### src/rtl/bis_pkg.sv
`timescale 1ns / 1ps
// Shared types, constants and lerp functions for the bilinear image scaler.
package bis_pkg;

	localparam int PIX_W       = 32;
	localparam int CHAN_W      = 8;
	localparam int NUM_CHAN    = PIX_W / CHAN_W;
	localparam int WGT_W       = 9;
	localparam int CFG_IDX_W   = 2;
	localparam int CFG_DATA_W  = 32;
	localparam int SIZE_REG_W  = 9;
	localparam int NUM_BANKS   = 4;
	localparam int BANK_W      = 2;

	localparam logic [CFG_DATA_W-1:0] INV_SCALE_RST = 32'h0001_0000;
	localparam logic [WGT_W-1:0]      WGT_ONE       = 9'd256;
	localparam logic [16:0]           WGT_ROUND     = 17'd128;

	// Result FIFO and the credit count that keeps it from overflowing
	localparam int OUT_FIFO_DEPTH = 8;
	localparam int OUT_PTR_W      = $clog2(OUT_FIFO_DEPTH);
	localparam int CREDIT_W       = $clog2(OUT_FIFO_DEPTH + 1);

	typedef enum logic [0:0] {
		ACT_WRITE  = 1'b0,
		ACT_RENDER = 1'b1
	} act_e;

	typedef enum logic [CFG_IDX_W-1:0] {
		CFG_SRC_WIDTH  = 2'd0,
		CFG_SRC_HEIGHT = 2'd1,
		CFG_INV_SCALE  = 2'd2
	} cfg_idx_e;

	// Neighbor selection carried from the address stage to the interpolator
	typedef struct packed {
		logic x_odd;
		logic y_odd;
		logic x_clamp;
		logic y_clamp;
	} rd_sel_t;

	function automatic logic [CHAN_W-1:0] lerp_chan(
		input logic [CHAN_W-1:0] a,
		input logic [CHAN_W-1:0] b,
		input logic [WGT_W-1:0]  w
	);
		logic [16:0] sum;
		sum = 17'(a) * 17'(WGT_ONE - w) + 17'(b) * 17'(w);
		return sum[15:8];
	endfunction

	function automatic logic [PIX_W-1:0] lerp_pixel(
		input logic [PIX_W-1:0] a,
		input logic [PIX_W-1:0] b,
		input logic [WGT_W-1:0] w
	);
		logic [PIX_W-1:0] res;
		for (int c = 0; c < NUM_CHAN; c++) begin
			res[c*CHAN_W +: CHAN_W] = lerp_chan(a[c*CHAN_W +: CHAN_W],
				b[c*CHAN_W +: CHAN_W], w);
		end
		return res;
	endfunction

endpackage

### src/rtl/bis_interp.sv
`timescale 1ns / 1ps
// Neighbor selection and two-pass packed lerp: horizontal registered, vertical to the FIFO.
module bis_interp (
	input  logic                          clk,
	input  logic                          arst_n,
	input  logic                          valid_s2,
	input  bis_pkg::rd_sel_t              sel_s2,
	input  logic [bis_pkg::WGT_W-1:0]     wx_s2,
	input  logic [bis_pkg::WGT_W-1:0]     wy_s2,
	input  logic [bis_pkg::PIX_W-1:0]     bank_data [bis_pkg::NUM_BANKS],
	output logic                          push_valid,
	output logic [bis_pkg::PIX_W-1:0]     push_pixel
);

	logic [bis_pkg::PIX_W-1:0] a_top, b_top, a_bot, b_bot;
	logic                      valid_s3;
	logic [bis_pkg::PIX_W-1:0] top_s3, bot_s3;
	logic [bis_pkg::WGT_W-1:0] wy_s3;

	always_comb begin
		a_top = bank_data[{sel_s2.y_odd, sel_s2.x_odd}];
		b_top = bank_data[{sel_s2.y_odd, ~sel_s2.x_odd}];
		a_bot = bank_data[{~sel_s2.y_odd, sel_s2.x_odd}];
		b_bot = bank_data[{~sel_s2.y_odd, ~sel_s2.x_odd}];
		// At the last column or row the neighbor is the pixel itself
		if (sel_s2.x_clamp) begin
			b_top = a_top;
			b_bot = a_bot;
		end
		if (sel_s2.y_clamp) begin
			a_bot = a_top;
			b_bot = b_top;
		end
	end

	always_ff @(posedge clk or negedge arst_n) begin
		if (!arst_n) begin
			valid_s3 <= 1'b0;
		end else begin
			valid_s3 <= valid_s2;
		end
	end

	always_ff @(posedge clk) begin
		top_s3 <= bis_pkg::lerp_pixel(a_top, b_top, wx_s2);
		bot_s3 <= bis_pkg::lerp_pixel(a_bot, b_bot, wx_s2);
		wy_s3  <= wy_s2;
	end

	assign push_valid = valid_s3;
	assign push_pixel = bis_pkg::lerp_pixel(top_s3, bot_s3, wy_s3);

endmodule

### config.mk
export PLATFORM = sky130hd
export DESIGN_NAME = bis_interp
export DESIGN_NICKNAME = d
export VERILOG_FILES = /design/src/rtl/bis_pkg.sv /design/src/rtl/bis_interp.sv
export SDC_FILE = /design/constraint.sdc
export NUM_CORES = 2
export LEC_CHECK = 0
export BUFFER_PORTS_ARGS = -buffer_cell sky130_fd_sc_hd__buf_2
export CAP_MARGIN = 20
export CORE_UTILIZATION = 39
export DETAILED_ROUTE_END_ITERATION = 16
export PLACE_DENSITY = 0.53
export REMOVE_ABC_BUFFERS = 1
export SLEW_MARGIN = 20
export SYNTH_ARGS = -nofsm -noshare
export SYNTH_HDL_FRONTEND = slang
export SYNTH_SLANG_ARGS = --single-unit
### constraint.sdc
create_clock -name clk -period 18.2 [get_ports clk]
set_input_delay 3.64 -clock clk [delete_from_list [all_inputs] [get_ports clk]]
set_output_delay 3.64 -clock clk [all_outputs]
set_load 0.005 [all_outputs]
# [Yosys cells after proc, flatten, opt, wreduce, memory -nomap -nowiden]
# Index checks and enable logic that the tools add are counted.
[word_totals] register_bits=74 latch_bits=0 mem_bits_rw=0 romBits=0 in_bits=153 output_inout_bits=33 word_cells=68 n_memories=0
[classes] add_sub_neg=14 mul=24 div_mod_pow=0 order_cmp=4 n_eq_ne=0 n_shift=0 mux=16 n_bitwise=6 n_reduce_logical=0
[ops] cell="32-bit 2-to-1 mux" count=12
[ops] cell="32-bit binary-select mux with 2-bit select" count=4
[ops] cell="16-bit adder" count=12
[ops] cell="8-bit by 9-bit multiplier with 16-bit output" count=12
[ops] cell="8-bit by 17-bit multiplier with 16-bit output" count=10
[ops] cell="9-bit by 10-bit multiplier with 16-bit output" count=2
[ops] cell="9-bit by 9-bit subtractor with 10-bit output, first input constant" count=2
[ops] cell="3-bit greater-or-equal comparator, second input constant" count=4
[ops] cell="2-bit inverter with 3-bit output" count=4
[ops] cell="1-bit inverter" count=2

# [Logic depth before layout (Yosys ltp)]
[logic_depth] ltp_word=9 mapped_depth=34

# [Worst setup path after synthesis]
# OpenSTA, ideal clock, no wires.
[synth_path] path_kind="in2reg" startpoint="in sel_s2[3] in the netlist's numbering" endpoint="reg bot_s3[31] in the netlist's numbering" setup_time_ns=0.072 t_arrival_ns=10.724 path_slack_ns=7.404 cell_stages=30 n_path_buf=8 path_cell_list="buf_6 buf_12 buf_6 buf_6 buf_6 buf_6 buf_6 buf_2 mux2i_1 a21oi_1 mux2_2 mux2i_1 nor2_1 fa_1 inv_1 fa_1 inv_1 fa_1 fa_1 fa_1 inv_1 fa_1 inv_1 ha_1 a2111oi_0 a211oi_1 a211o_1 o31a_1 a21oi_1 xnor2_1"
[synth_via] elab_chain_cells=9 elab_cells_between_ends=24 cone_classes="add/sub (1); mul (2); mux (16); bitwise (5)"
[synth_lines] element="from (decl)" line_no="bis_interp.sv:7" text="input bis_pkg::rd_sel_t sel_s2,"
[synth_lines] element="1-bit inverter" line_no="bis_interp.sv:22, bis_interp.sv:24"
[synth_lines] element="2-bit inverter with 3-bit output (on tied branches)" line_no="bis_interp.sv:24, bis_interp.sv:22"
[synth_lines] element="32-bit binary-select mux with 2-bit select (on tied branches)" line_no="bis_interp.sv:24, bis_interp.sv:22"
[synth_lines] element="32-bit 2-to-1 mux (on tied branches) (2 in a row)" line_no="bis_interp.sv:24, bis_interp.sv:22"
[synth_lines] element="32-bit 2-to-1 mux" line_no="bis_interp.sv:26" text="if (sel_s2.x_clamp) begin"
[synth_lines] element="32-bit 2-to-1 mux" line_no="bis_interp.sv:30" text="if (sel_s2.y_clamp) begin"
[synth_lines] element="8-bit by 9-bit multiplier with 16-bit output" line_no="bis_pkg.sv:49" text="sum = 17'(a) * 17'(WGT_ONE - w) + 17'(b) * 17'(w);"
[synth_lines] element="16-bit adder (*)" line_no="bis_pkg.sv:49"
[synth_lines] element="to (signal assigned)" line_no="bis_interp.sv:46" text="bot_s3 <= bis_pkg::lerp_pixel(a_bot, b_bot, wx_s2);"
[synth_lines] element="to (decl)" line_no="bis_interp.sv:17" text="logic [bis_pkg::PIX_W-1:0] top_s3, bot_s3;"
# Mark *: on every way between the ends. The rest lies on a longest branch, timed or not. The select of a mux whose other input is x is not followed.

# [Final worst setup path]
[layout_path] startpoint="in sel_s2[3] in the netlist's numbering" endpoint="reg bot_s3[15] in the netlist's numbering"
[layout_via] elab_chain_cells=9 elab_cells_between_ends=24 cone_classes="add/sub (1); mul (2); mux (16); bitwise (5)"
[layout_lines] element="branches (longest 8 deep; another with 8-bit by 17-bit multiplier with 16-bit output)"
[layout_lines] element="16-bit adder (*)" line_no="bis_pkg.sv:49"
# Every way passes the cells marked *. The select of a mux whose other input is x is not followed.

==> impl_metrics.yaml <==
logic_synthesis:
  ys_async_sr_fraction_pct: 1.35
  synth.avg_cell_area_um2: 8.90
  ys.flop_type: "dfxtp_1"
  netlist_area_um2: 64400
  synth.top_cell.area_share_pct: 45.5
  synth.most_common_cell: "inv_1"
  synth_area_leaders: "fa_1, ha_1, inv_1, and2_1, nand2_1"
  synth_cells: 7228
  synth_edf_count: 0
  synth-seq-area-share_pct: 2.31
  ys_types: 72
  synth_top_area_cell: "fa_1"
  ys_ff_latch: 74
  yosysWarningCount: 0
  synthTopCellsByCount: "inv_1, fa_1, nand2_1, and2_1, ha_1"
die:
  core_area_um2: 163000
  dieArea_um2: 167000
  io_pins: 186
  die_w_um: 408
  initial_core_util_pct: 39.4
  die_h_um: 408
  std_cell_rows: 148
detailed_routing:
  detail_route.wl_per_cell_um: 20.5
  drt_iter0_drc: 2776
  vias: 46800
  viasPerCell: 4.98
  drcViolationCount: 0
  antenna_left: 0
  first_pass_iters: 5
  wirelength_um: 193000
clocking:
  cts_buffer_depth: 2
  cts_hold_buf: 0
  cts_setup_buffers: 0
  cts_root_buf: "clkbuf_16"
  clock-sinks: 74
  htreeDepth: 3
  cts_resized: 0
  cts_tree: "yes"
  numCtsBuffers: 9
  clkTransAtPathRegs_ns: 0.10
sta:
  worst_pin_slew_ns: 1.18
  fin_tns_setup_ns: 0
  period_needed_ns: 12.56
  clock.fmax_mhz: 79.6
  finalSetupViolCount: 0
  fin_crit_sh_pct: 69.0
  slew_violations: 0
  slew_headroom_pct: 21.3
  finalHoldViolCount: 0
  rsz0062_at_grt: "no"
  fin_hold_ws_ns: 2.94
grt:
  grt_usage_pct: 23.8
  grt_pass1_wl_um: 300000
  grt_max_degree: 66
  grt.overflow.total: 0
  grt_pass1_vias: 50100
  antenna_found_initial: 9
outcome:
  status: "finished, final reports clean"
worst_setup_path:
  critPathArrivalTime_ns: 12.84
  cpMostUsedCell: "fa_1"
  crit_path_end_kind: "flip-flop"
  max_stage_delay_ns: 0.85
  worst-setup-path-type: "in2reg"
  worst_setup_path_start_kind: "primary input"
  critPathMaxFanout: 65
  worst_ep_required_time_ns: 18.48
  cp_slowest_cell: "a21oi_1"
cells_and_area:
  synthToLayoutAreaGrowth_pct: 5.74
  nets: 9431
  drive_above_1_share_pct: 7.11
worst_hold_path:
  hold_path_class: "in2async"
placement:
  hpwl_um: 156000
  portBuffers: 185
  gp_congestion: 0.888
run:
  max_cap_violations: 0
[routing by layer]
layer | vias up | wire length, um | GRT usage [%]
met5 | - | 0 | 0
met3 | 194 | 10600 | 2.84
met2 | 1289 | 90500 | 39.2
met1 | 24300 | 86900 | 33.2
li1 | 21100 | - | -
met4 | 0 | 4780 | 5.65
[placed cells by master, fill, tap and decap left out, drive strengths merged, types with 63 or more instances in the layout]
cell	netlist	layout
xnor2	258	258
nor2	453	453
mux2i	63	63
a21oi	81	81
buf	58	290
ha	594	594
mux4	100	100
inv	1824	1826
fa	1464	1464
dfxtp	73	73
and2	667	667
nand2	911	911
[registers in the layout, summed over array words and instances, names as in the netlist]
signal      cells
wy_s3           9
push_valid      1
bot_s3         32
top_s3         32
[critical path: cells and delay by family]
| kind | cells | cell delay (ns) |
|---|---|---|
| xor gates and xnor gates | 1 | 0.13 |
| and+or+nand+nor | 5 | 0.86 |
| adders and majority gates | 7 | 2.96 |
| buffers and inverters | 8 | 2.37 |
| muxes | 1 | 0.25 |
| AOI/OAI and AO/OA | 7 | 2.44 |
[cells by family after synthesis]
| group | share of synthesized area, % |
|---|---|
| buffers and inverters | 12.7 |
| muxes | 5.41 |
| DFF | 2.31 |
| xor gates and xnor gates | 4.08 |
| and+or+nand+nor | 15.9 |
| AOI/OAI and AO/OA | 2.46 |
| adders and majority gates | 57.1 |
[worst max path at each step]
stage                               endpoint        startpoint  slack (ns)  cells past startpoint
after floorplan               push_pixel[15]  wy_s3[0]$_DFF_P_        6.69                     23
after global placement    bot_s3[15]$_DFF_P_         sel_s2[3]        5.55                     28
after detailed placement  bot_s3[15]$_DFF_P_         sel_s2[3]        5.33                     28
after CTS                 bot_s3[15]$_DFF_P_         sel_s2[3]        5.79                     28
after global routing      bot_s3[15]$_DFF_P_         sel_s2[3]        4.97                     29
final                     bot_s3[15]$_DFF_P_         sel_s2[3]        5.64                     29
[area by class of cell]
| class | instances | area [um2] |
|---|---|---|
| antenna | 1 | 2.50 |
| clock buffer | 9 | 225 |
| clock inverter | 7 | 100 |
| fill | 16700 | 95300 |
| inverter | 1831 | 6870 |
| multi-input combinational | 5013 | 54900 |
| sequential | 74 | 1490 |
| tap | 2175 | 2720 |
| timing repair buffer | 291 | 1740 |
[stage by stage]
step	util (%)	setup slack [ns]	area [um2]	std cells
final	41.7	5.64	68100	9401
after global routing	41.7	4.97	68100	9400
after CTS	41.7	5.79	68000	9400
after detailed placement	41.5	5.33	67700	9384
after global placement	41.5	5.55	67700	9384
after floorplan	-	6.69	63100	6918
Power is left out: the tool's default activity adds up to more than one toggle a clock period on the data nets, which glitch-free logic cannot reach.
