$ cat config.mk
export PLATFORM = sky130hd
export DESIGN_NAME = bis_out_fifo_flat
export DESIGN_NICKNAME = d
export VERILOG_FILES = /design/src/rtl/bis_pkg.sv /design/src/rtl/bis_if.sv /design/src/rtl/bis_out_fifo.sv /design/src/flat_wrapper.sv
export SDC_FILE = /design/constraint.sdc
export NUM_CORES = 1
export LEC_CHECK = 0
export ABC_AREA = 1
export BUFFER_PORTS_ARGS = -buffer_cell sky130_fd_sc_hd__buf_4
export CAP_MARGIN = 15
export CORE_MARGIN = 1
export CORE_UTILIZATION = 54
export CTS_CLUSTER_DIAMETER = 100
export DETAILED_ROUTE_END_ITERATION = 8
export PLACE_DENSITY = 0.72
export SYNTH_ARGS = -nofsm -noshare
export SYNTH_HDL_FRONTEND = slang
export SYNTH_SLANG_ARGS = --single-unit
$ cat constraint.sdc
create_clock -name clk -period 2.25 [get_ports clk]
set_clock_uncertainty 0.1 [all_clocks]
set_input_delay 0.1125 -clock clk [delete_from_list [all_inputs] [get_ports clk]]
set_output_delay 0.1125 -clock clk [all_outputs]
set_load 0.1 [all_outputs]
$ cat src/rtl/bis_pkg.sv
`timescale 1ns / 1ps
// Shared types, constants and lerp functions for the bilinear image scaler.
package bis_pkg;

	localparam int PIX_W       = 32;
	localparam int CHAN_W      = 8;
	localparam int NUM_CHAN    = PIX_W / CHAN_W;
	localparam int WGT_W       = 9;
	localparam int CFG_IDX_W   = 2;
	localparam int CFG_DATA_W  = 32;
	localparam int SIZE_REG_W  = 9;
	localparam int NUM_BANKS   = 4;
	localparam int BANK_W      = 2;

	localparam logic [CFG_DATA_W-1:0] INV_SCALE_RST = 32'h0001_0000;
	localparam logic [WGT_W-1:0]      WGT_ONE       = 9'd256;
	localparam logic [16:0]           WGT_ROUND     = 17'd128;

	// Result FIFO and the credit count that keeps it from overflowing
	localparam int OUT_FIFO_DEPTH = 8;
	localparam int OUT_PTR_W      = $clog2(OUT_FIFO_DEPTH);
	localparam int CREDIT_W       = $clog2(OUT_FIFO_DEPTH + 1);

	typedef enum logic [0:0] {
		ACT_WRITE  = 1'b0,
		ACT_RENDER = 1'b1
	} act_e;

	typedef enum logic [CFG_IDX_W-1:0] {
		CFG_SRC_WIDTH  = 2'd0,
		CFG_SRC_HEIGHT = 2'd1,
		CFG_INV_SCALE  = 2'd2
	} cfg_idx_e;

	// Neighbor selection carried from the address stage to the interpolator
	typedef struct packed {
		logic x_odd;
		logic y_odd;
		logic x_clamp;
		logic y_clamp;
	} rd_sel_t;

	function automatic logic [CHAN_W-1:0] lerp_chan(
		input logic [CHAN_W-1:0] a,
		input logic [CHAN_W-1:0] b,
		input logic [WGT_W-1:0]  w
	);
		logic [16:0] sum;
		sum = 17'(a) * 17'(WGT_ONE - w) + 17'(b) * 17'(w);
		return sum[15:8];
	endfunction

	function automatic logic [PIX_W-1:0] lerp_pixel(
		input logic [PIX_W-1:0] a,
		input logic [PIX_W-1:0] b,
		input logic [WGT_W-1:0] w
	);
		logic [PIX_W-1:0] res;
		for (int c = 0; c < NUM_CHAN; c++) begin
			res[c*CHAN_W +: CHAN_W] = lerp_chan(a[c*CHAN_W +: CHAN_W],
				b[c*CHAN_W +: CHAN_W], w);
		end
		return res;
	endfunction

endpackage

$ cat src/rtl/bis_if.sv


interface bis_out_if;
	logic        valid;
	logic        ready;
	logic [31:0] out_pixel;

	modport source (output valid, out_pixel, input ready);
	modport sink (input valid, out_pixel, output ready);
endinterface

$ cat src/rtl/bis_out_fifo.sv
`timescale 1ns / 1ps
// Result FIFO that decouples the pipeline from output backpressure.
module bis_out_fifo (
	input  logic                      clk,
	input  logic                      arst_n,
	input  logic                      push,
	input  logic [bis_pkg::PIX_W-1:0] push_data,
	bis_out_if.source                 pix_out
);

	logic [bis_pkg::PIX_W-1:0]   mem_q [bis_pkg::OUT_FIFO_DEPTH];
	logic [bis_pkg::OUT_PTR_W:0] wr_ptr_q, rd_ptr_q;
	logic                        full, pop;

	assign full = (wr_ptr_q[bis_pkg::OUT_PTR_W] != rd_ptr_q[bis_pkg::OUT_PTR_W])
		&& (wr_ptr_q[bis_pkg::OUT_PTR_W-1:0] == rd_ptr_q[bis_pkg::OUT_PTR_W-1:0]);
	assign pix_out.valid     = wr_ptr_q != rd_ptr_q;
	assign pix_out.out_pixel = mem_q[rd_ptr_q[bis_pkg::OUT_PTR_W-1:0]];
	assign pop               = pix_out.valid && pix_out.ready;

	always_ff @(posedge clk or negedge arst_n) begin
		if (!arst_n) begin
			wr_ptr_q <= '0;
			rd_ptr_q <= '0;
		end else begin
			if (push) begin
				wr_ptr_q <= wr_ptr_q + 1'b1;
			end
			if (pop) begin
				rd_ptr_q <= rd_ptr_q + 1'b1;
			end
		end
	end

	always_ff @(posedge clk) begin
		if (push) begin
			mem_q[wr_ptr_q[bis_pkg::OUT_PTR_W-1:0]] <= push_data;
		end
	end

	a_no_overflow: assert property (@(posedge clk) disable iff (!arst_n)
		push |-> !full)
		else $error("result pushed into a full FIFO");

	a_no_underflow: assert property (@(posedge clk) disable iff (!arst_n)
		(!pix_out.valid && !push) |=> !pix_out.valid)
		else $error("FIFO shows a result that was never pushed");

endmodule

$ cat src/flat_wrapper.sv
// flat-port wrapper written by rule: the top's interface ports become plain ports
module bis_out_fifo_flat 
  (clk, arst_n, push, push_data, pix_out_valid, pix_out_out_pixel, pix_out_ready);
  bis_out_if pix_out_i ();
  input  logic clk;
  input  logic arst_n;
  input  logic push;
  input  logic [bis_pkg::PIX_W-1:0] push_data;
  output wire logic [$bits(pix_out_i.valid)-1:0] pix_out_valid;
  output wire logic [$bits(pix_out_i.out_pixel)-1:0] pix_out_out_pixel;
  input wire logic [$bits(pix_out_i.ready)-1:0] pix_out_ready;
  assign pix_out_valid = pix_out_i.valid;
  assign pix_out_out_pixel = pix_out_i.out_pixel;
  assign pix_out_i.ready = pix_out_ready;
  bis_out_fifo u_core (.clk(clk), .arst_n(arst_n), .push(push), .push_data(push_data), .pix_out(pix_out_i));
endmodule
**After elaboration in Yosys (flattened, before gate mapping)**

Memories as Yosys holds them, arrays and structs flattened.
Index checks and enable logic that the tools add are counted.

- Flip-flop bits (word level): 8
- Latch bits: 0
- Bits in writable memories: 256
- Bits in read-only memories: 0
- Output and inout bits: 33
- Memories kept: 1

Memories:

| name | depth | width | rd ports | clocked after Yosys merged registers in | write ports | line | RTL |
|---|---|---|---|---|---|---|---|
| u_core.mem_q | 8 | 32 | 1 | 0 | 1 | bis_out_fifo.sv:11 | `logic [bis_pkg::PIX_W-1:0] mem_q [bis_pkg::OUT_FIFO_DEPTH];` |

- Add/subtract/negate cells: 2
- Multipliers: 0
- Divide/modulo/power cells: 0
- Order comparisons: 0
- Eq/ne operators: 1
- Shifts and indexed selects: 0
- Multiplexer cells: 2
- Bitwise logic cells: 0
- Reduce and logical (&&, ||, !) cells: 1

Operators by type and width:

| cell | number |
|---|---|
| adder 4 x 1 -> 4 bit (second input constant) | 2 |
| != test 4 bit | 1 |
| two-way mux 1 bit | 2 |
| logical AND 1 bit | 1 |

**Longest topological paths before layout**

Gate-level depths: netlist (run 1).

- Depth after elaboration: 2
- Depth in mapped cells: 9
- Gate-level depth less buffers: 8

**Worst setup path before layout (run 1)**

OpenSTA, ideal clock, no wires.

- Kind: register to register
- From: reg u_core.wr_ptr_q[0] in the netlist's numbering
- To: mem u_core.mem_q[0][0] in the netlist's numbering, enable pin
- Library setup time: 421 ps
- Arrival time: 1,946 ps
- Required time: 1,729 ps
- Setup slack: -217 ps
- Stages on the path, launching flop included: 4
- Buffers on the path: 0
- Clock period less this slack: 2,467 ps
- Cell sequence: dfrtp_1 inv_1 nand2_1 nor2_1

RTL lines:

| what | line | RTL |
|---|---|---|
| start: declaration | bis_out_fifo.sv:12 | `logic [bis_pkg::OUT_PTR_W:0] wr_ptr_q, rd_ptr_q;` |
| start signal: assignment | bis_out_fifo.sv:27 | `wr_ptr_q <= wr_ptr_q + 1'b1;` |
| end: declaration | bis_out_fifo.sv:11 |  |

Straight into the memory's write port.

**Final worst setup path (run 1)**

- From: reg u_core.rd_ptr_q[0] in the netlist's numbering
- To: out pix_out_out_pixel[23]

- Longest elaborated chain between the ends: 1

RTL lines:

| what | line | RTL |
|---|---|---|
| start: declaration | bis_out_fifo.sv:12 |  |
| start signal: assignment | bis_out_fifo.sv:30 | `rd_ptr_q <= rd_ptr_q + 1'b1;` |
| memory read (8 x 32 bit) | -- |  |
| end: declaration | flat_wrapper.sv:10 | `output wire logic [$bits(pix_out_i.out_pixel)-1:0] pix_out_out_pixel;` |

Every way passes these cells.

==> reports/results.tsv, run 1 <==
metric	value	unit
run status	finished, violations left	
violations in the final reports	negative setup slack	
Placement Rows	50	
final max-slew violation count	0	
Final Hold Viols	0	
most common cell after layout, fill and taps aside	sky130_fd_sc_hd__edfxtp_1	
number of buffers added on ports	68	
Clock Path Buffers	3	
register-to-register setup slack	470	ps
Inserted Clock Buffers	27	
post-synthesis sequential element count	264	
startpoint types	register	
sink of the worst hold path	u_core.mem_q[1][25]	
final critical delay including setup and external delays	2340	ps
Post-DRT Antenna Nets	0	
capture point of the worst reg-to-reg path	u_core.mem_q[4][9]	
final net count	1029	
leading cell types in the layout, fill and taps excluded	256 x sky130_fd_sc_hd__edfxtp_1, 173 x sky130_fd_sc_hd__nor2_1, 108 x sky130_fd_sc_hd__o21ai_1, 94 x sky130_fd_sc_hd__nand2_1, 77 x sky130_fd_sc_hd__o21ai_0	
Post-Syn Instances	855	
max-cap check violation count	0	
diode count	0	
Post-synth ARST share	3.03	%
HPWL reported at the end of detailed placement	11700	microns
Setup Crit Path Kind	reg2out	
setup TNS	-737	ps
mean cell area of the mapped netlist	12.3	sq um
routed vias	7165	
unrepaired setup endpoints after global routing	yes	
leftover overflow at the end of global routing	0	
total number of yosys warnings	0	
startpoint of the lowest-slack hold path	push_data[25]	
Iter 0 DRT Violations	665	
number of cells traversed by the worst register-to-register path	4	
routability congestion estimate from global placement	0.755	
total of endpoints with negative setup slack in the final report	24	
synthesized area	10500	sq um
area growth from synthesis to layout	30.8	%
clock tree from TritonCTS	yes	
synthesized netlist net count	893	
instance area at placement	11500	sq um
CP arrival	2130	ps
Clock Tree Root	sky130_fd_sc_hd__clkbuf_16	
overall global routing resource usage	23.3	%
I/O pin total	69	
initial core utilization	55.6	%
kind of end point of the critical path	output port	
Die Y-Extent	142	microns
vias in the first global route	6803	
worst endpoint required time	2040	ps
initial antenna violation count	0	
Main synth FF type	sky130_fd_sc_hd__edfxtp_1	
htree depth	1	
share of synthesized area occupied by flip-flops and latches	75.0	%
maximum number of pins on one net before global-route repair	77	
source-to-sink clock delay at the later pin of the worst-skew pair	530	ps
Routed wire per std cell	20.3	microns
launching point of the worst reg2reg path	u_core.wr_ptr_q[0]	
hold-critical path depth	2	
die area	20000	sq um
clock net sink count	264	
share of final-layout standard cells stronger than drive strength 1	22.9	%
clock-pin slew reported for the worst setup and hold paths after clock tree synthesis	60	ps
Die W	142	microns
Slew Limit Headroom	73.6	%
standard cell core area	18900	sq um
final core utilization	72.7	%
Initial DRT Pass Iterations	5	
highest attainable clock frequency	0.427	GHz
Avg Vias per Cell	5.64	
number of library cell types mapped by synthesis	20	
Worst Max-Slew Pin Slew	395	ps
wire length of the first global-routing pass	35500	microns
number of flops mapped to enable cells by yosys	256	
DRC violation count after routing	0	
worst min-delay path category	in2reg	
ratio of final minimum period to clock period	104	%
final wirelength	25700	microns
summed area of non-filler cells in the final layout	13700	sq um
Worst Slack Setup Final	-92.8	ps
worst hold slack after final layout	258	ps
maximum fanout count along the critical path	17	
per-stage QoR:
step	worst slack (ps)	instances
after floorplan	-217	855
after global placement	399	1165
after detailed placement	399	1165
after CTS	-60.9	1253
after global routing	-146	1270
final	-92.8	1270
worst max path at each step:
stage | from | endpoint | slack, ps | cells after the start
final | u_core.rd_ptr_q[0] | pix_out_out_pixel[23] | -90 | 7
after global routing | u_core.rd_ptr_q[0] | pix_out_out_pixel[23] | -150 | 7
after CTS | u_core.rd_ptr_q[0] | pix_out_out_pixel[14] | -60 | 8
after detailed placement | u_core.rd_ptr_q[1] | pix_out_out_pixel[6] | 400 | 6
after global placement | u_core.rd_ptr_q[1] | pix_out_out_pixel[24] | 400 | 6
after floorplan | u_core.wr_ptr_q[0] | u_core.mem_q[4][0] | -220 | 3
registers in the layout (all words and copies together) (netlist names):
signal / count
u_core.rd_ptr_q: 4
u_core.mem_q: 256
u_core.wr_ptr_q: 4
cells in the mapped netlist (2+ instances only):
library cell / number / area, sq um
sky130_fd_sc_hd__nand2_1: 124 / 465
sky130_fd_sc_hd__o21ai_0: 156 / 781
sky130_fd_sc_hd__dfrtp_1: 8 / 200
sky130_fd_sc_hd__buf_1: 4 / 15.0
sky130_fd_sc_hd__o21ai_1: 36 / 180
sky130_fd_sc_hd__nand3_1: 5 / 25.0
sky130_fd_sc_hd__clkbuf_1: 12 / 45.0
sky130_fd_sc_hd__clkbuf_2: 3 / 15.0
sky130_fd_sc_hd__nand2_2: 2 / 12.5
sky130_fd_sc_hd__buf_6: 9 / 101
sky130_fd_sc_hd__buf_4: 2 / 15.0
sky130_fd_sc_hd__inv_1: 8 / 30.0
sky130_fd_sc_hd__nor2_1: 201 / 754
sky130_fd_sc_hd__edfxtp_1: 256 / 7690
sky130_fd_sc_hd__buf_2: 19 / 95.1
sky130_fd_sc_hd__ha_1: 2 / 25.0
sky130_fd_sc_hd__xor2_1: 5 / 43.8
logic make-up after synthesis:
| group | share of synthesized area [%] |
|---|---|
| buffers and inverters | 3.05 |
| adder cells (fa/ha/maj) | 0.238 |
| AO/OA/AOI/OAI | 9.23 |
| flip-flops | 75.0 |
| AND/OR/NAND/NOR | 12.0 |
| XOR/XNOR | 0.417 |
timing repair:
item,in CTS,in global routing
hold endpoints to repair,271,0
cloned,2,15
buffers inserted,2,2
pin swaps,1,10
gates resized for setup,108,147
hold buffers,36,0
setup endpoints to repair,33,33
cell type report:
class / instances / area, sq um
clock inverters: 18 / 189
fillers: 1210 / 5150
multi-input cells: 533 / 2540
inverters: 9 / 46.3
clock buffers: 30 / 687
repair buffers: 156 / 2060
well taps: 260 / 325
flip-flops and latches: 264 / 7900
critical path, cell delays in order (launching register included):
cell	delay (ps)
sky130_fd_sc_hd__dfrtp_4	540
sky130_fd_sc_hd__clkinv_8	180
sky130_fd_sc_hd__buf_16	200
sky130_fd_sc_hd__o21ai_0	220
sky130_fd_sc_hd__o21ai_1	110
sky130_fd_sc_hd__nand2_1	80
sky130_fd_sc_hd__nand2_2	80
sky130_fd_sc_hd__buf_12	170
routing by layer:
layer  part of all wire [%]  vias to the layer above  global-route usage (%)
met3                    7.1                       68                    3.27
met5                      0                        -                       0
met4                    2.8                        0                    8.43
li1                       -                     3281                       -
met2                     50                      305                    40.4
met1                     40                     3511                    30.4
Power of run 1 is left out: the tool's default activity adds up to more than one toggle a clock period on the data nets, which glitch-free logic cannot reach.
==> run 2: changes to the inputs <==
Settings changed: ABC_AREA 1 to 0, CORE_UTILIZATION 54 to 55, PLACE_DENSITY 0.72 to 0.71.
Clock period 2.25 ns to 2.7 ns, I/O delays scaled along.
==> run 2 against run 1 <==
Sequential share of layout area up 6.4 points. Wire length down 30%. First-iteration DRC count down 57%. Non-clock buffer count down 28. Synthesized area down 2.5%. The run ends with design-rule violations left. Flip-flop and latch count unchanged. Via count down 36%. Final cell count down 37%. Global-route usage down 3.5 points. Largest cell class unchanged. Synthesized cell count down 51%.
==> reports/results.tsv, run 2 <==
metric	value	unit
post-synthesis sequential element count	264	
Inserted Clock Buffers	26	
DRC violation count after routing	6	
Iter 0 DRT Violations	289	
initial core utilization	56.7	%
worst min-delay path category	in2reg	
setup TNS	0	ps
routed vias	4588	
max-cap check violation count	0	
Setup Crit Path Kind	reg2out	
source-to-sink clock delay at the later pin of the worst-skew pair	510	ps
leading cell types in the layout, fill and taps excluded	256 x sky130_fd_sc_hd__edfxtp_1, 86 x sky130_fd_sc_hd__buf_4, 49 x sky130_fd_sc_hd__mux4_2, 36 x sky130_fd_sc_hd__dlygate4sd3_1, 28 x sky130_fd_sc_hd__mux2_4	
number of cells traversed by the worst register-to-register path	4	
top post-synthesis cells by count	256 x sky130_fd_sc_hd__edfxtp_1, 49 x sky130_fd_sc_hd__mux4_2, 28 x sky130_fd_sc_hd__mux2_4	
Largest register FFs	256	
share of the synthesized area in the top cell type	75.0	%
number of buffers added on ports	68	
area growth from synthesis to layout	20.6	%
ratio of final minimum period to clock period	96.0	%
CP arrival	2360	ps
worst endpoint required time	2470	ps
leftover overflow at the end of global routing	0	
Clock Tree Root	sky130_fd_sc_hd__clkbuf_16	
synthesized area	10300	sq um
number of library cell types mapped by synthesis	24	
share of final-layout standard cells stronger than drive strength 1	39.1	%
Slew Limit Headroom	60.7	%
final net count	588	
Die Y-Extent	139	microns
Routed wire per std cell	22.7	microns
maximum number of pins on one net before global-route repair	41	
Max stage delay cell, worst path	sky130_fd_sc_hd__mux4_1	
overall global routing resource usage	19.9	%
Placement Rows	49	
cell type with the highest occurrence count on the critical path	sky130_fd_sc_hd__buf_4	
share of synthesized area occupied by flip-flops and latches	76.9	%
most frequently used cell type in the post-synthesis netlist	sky130_fd_sc_hd__edfxtp_1	
Worst Max-Slew Pin Slew	589	ps
vias in the first global route	4914	
clock tree from TritonCTS	yes	
launching point of the worst reg2reg path	u_core.rd_ptr_q[1]	
startpoint of the lowest-slack hold path	push_data[17]	
peak per-stage delay on the critical path	580	ps
total number of yosys warnings	0	
worst hold slack after final layout	292	ps
clock net sink count	264	
synthesized netlist net count	453	
HPWL reported at the end of detailed placement	10700	microns
Clock Path Buffers	3	
diode count	0	
initial antenna violation count	0	
kind of end point of the critical path	output port	
hold-critical path depth	2	
Post-Syn Instances	415	
number of flops mapped to enable cells by yosys	256	
I/O pin total	69	
Post-synth ARST share	3.03	%
standard cell core area	18100	sq um
startpoint types	register	
die area	19200	sq um
final critical delay including setup and external delays	2590	ps
final wirelength	18100	microns
instance area at placement	11200	sq um
maximum fanout count along the critical path	11	
Post-DRT Antenna Nets	0	
buffers inserted during post-CTS setup optimization	0	
Die W	139	microns
final max-slew violation count	0	
startpoint of the worst setup timing path	u_core.rd_ptr_q[0]	
final core utilization	68.4	%
total of endpoints with negative setup slack in the final report	0	
Avg Vias per Cell	5.74	
clock-pin slew reported for the worst setup and hold paths after clock tree synthesis	60	ps
mean cell area of the mapped netlist	24.7	sq um
summed area of non-filler cells in the final layout	12400	sq um
highest attainable clock frequency	0.386	GHz
run status	finished, violations left	
htree depth	1	
most common cell after layout, fill and taps aside	sky130_fd_sc_hd__edfxtp_1	
unrepaired setup endpoints after global routing	no	
ordered list of cells on the worst path	buf_4, mux4_1, mux2_4, buf_4	
Final Hold Viols	0	
routability congestion estimate from global placement	0.693	
Initial DRT Pass Iterations	7	
violations in the final reports	design-rule violations	
top cell type by total area after synthesis	sky130_fd_sc_hd__edfxtp_1	
wire length of the first global-routing pass	28300	microns
Main synth FF type	sky130_fd_sc_hd__edfxtp_1	
cell types occupying the most area after synthesis	sky130_fd_sc_hd__edfxtp_1 75%, sky130_fd_sc_hd__mux4_2 11%, sky130_fd_sc_hd__mux2_4 4.1%	
-- run 2: worst paths after layout --
check / end / slack (ps)
max: pix_out_out_pixel[15] / 110
min: u_core.mem_q[0][17] / 290
max reg2reg: u_core.rd_ptr_q[1] / 740
min reg2reg: u_core.rd_ptr_q[3] / 400
max in group asynchronous: u_core.rd_ptr_q[0] / 1650
min in group asynchronous: u_core.rd_ptr_q[1] / 540
-- run 2: what timing repair did --
item	4_1_cts	5_1_grt
hold buffers	36	0
resized for setup	0	1
endpoints found under the hold margin	269	0
setup endpoints to repair	0	18
-- run 2: layout make-up --
cell class,count,area (sq um)
flip-flops and latches,264,7900
well taps,229,287
clock buffers,36,749
inverters,1,3.75
clock inverters,12,57.6
repair buffers,128,1130
multi-input cells,129,2250
fillers,1123,5720
-- run 2: cell families (layout without fill, tap and decap cells) --
group	count (synthesis)	count (layout)	share of synthesized area, %
AO/OA/AOI/OAI	1	1	0.0976
XOR/XNOR	10	10	0.854
adder cells (fa/ha/maj)	2	2	0.244
buffers and inverters	22	177	1.67
flip-flops	264	264	76.9
multiplexers	98	98	19.4
AND/OR/NAND/NOR	18	18	0.818
-- run 2: through the flow --
step | std cells | setup slack, ps
2_1_floorplan | 415 | -668
3_3_place_gp | 715 | 564
3_5_place_dp | 715 | 566
4_1_cts | 799 | 15.8
5_1_grt | 799 | 10.4
6_report | 799 | 108
-- run 2: worst max-delay path: cells and delay by family, from the launching register on --
kind	cells	cell delay (ps)
flip-flops	1	470
buffers and inverters	2	500
multiplexers	2	870
-- run 2: routing by layer --
metal	GRT usage (%)	up-vias	routed length, microns	share of wire [%]
met4	5.03	0	334	1.8
li1	-	2041	-	-
met3	3.05	28	733	4.0
met1	26.6	2415	7680	42
met2	34.5	104	9370	52
met5	0	-	0	0
Power of run 2 is left out for the same reason.
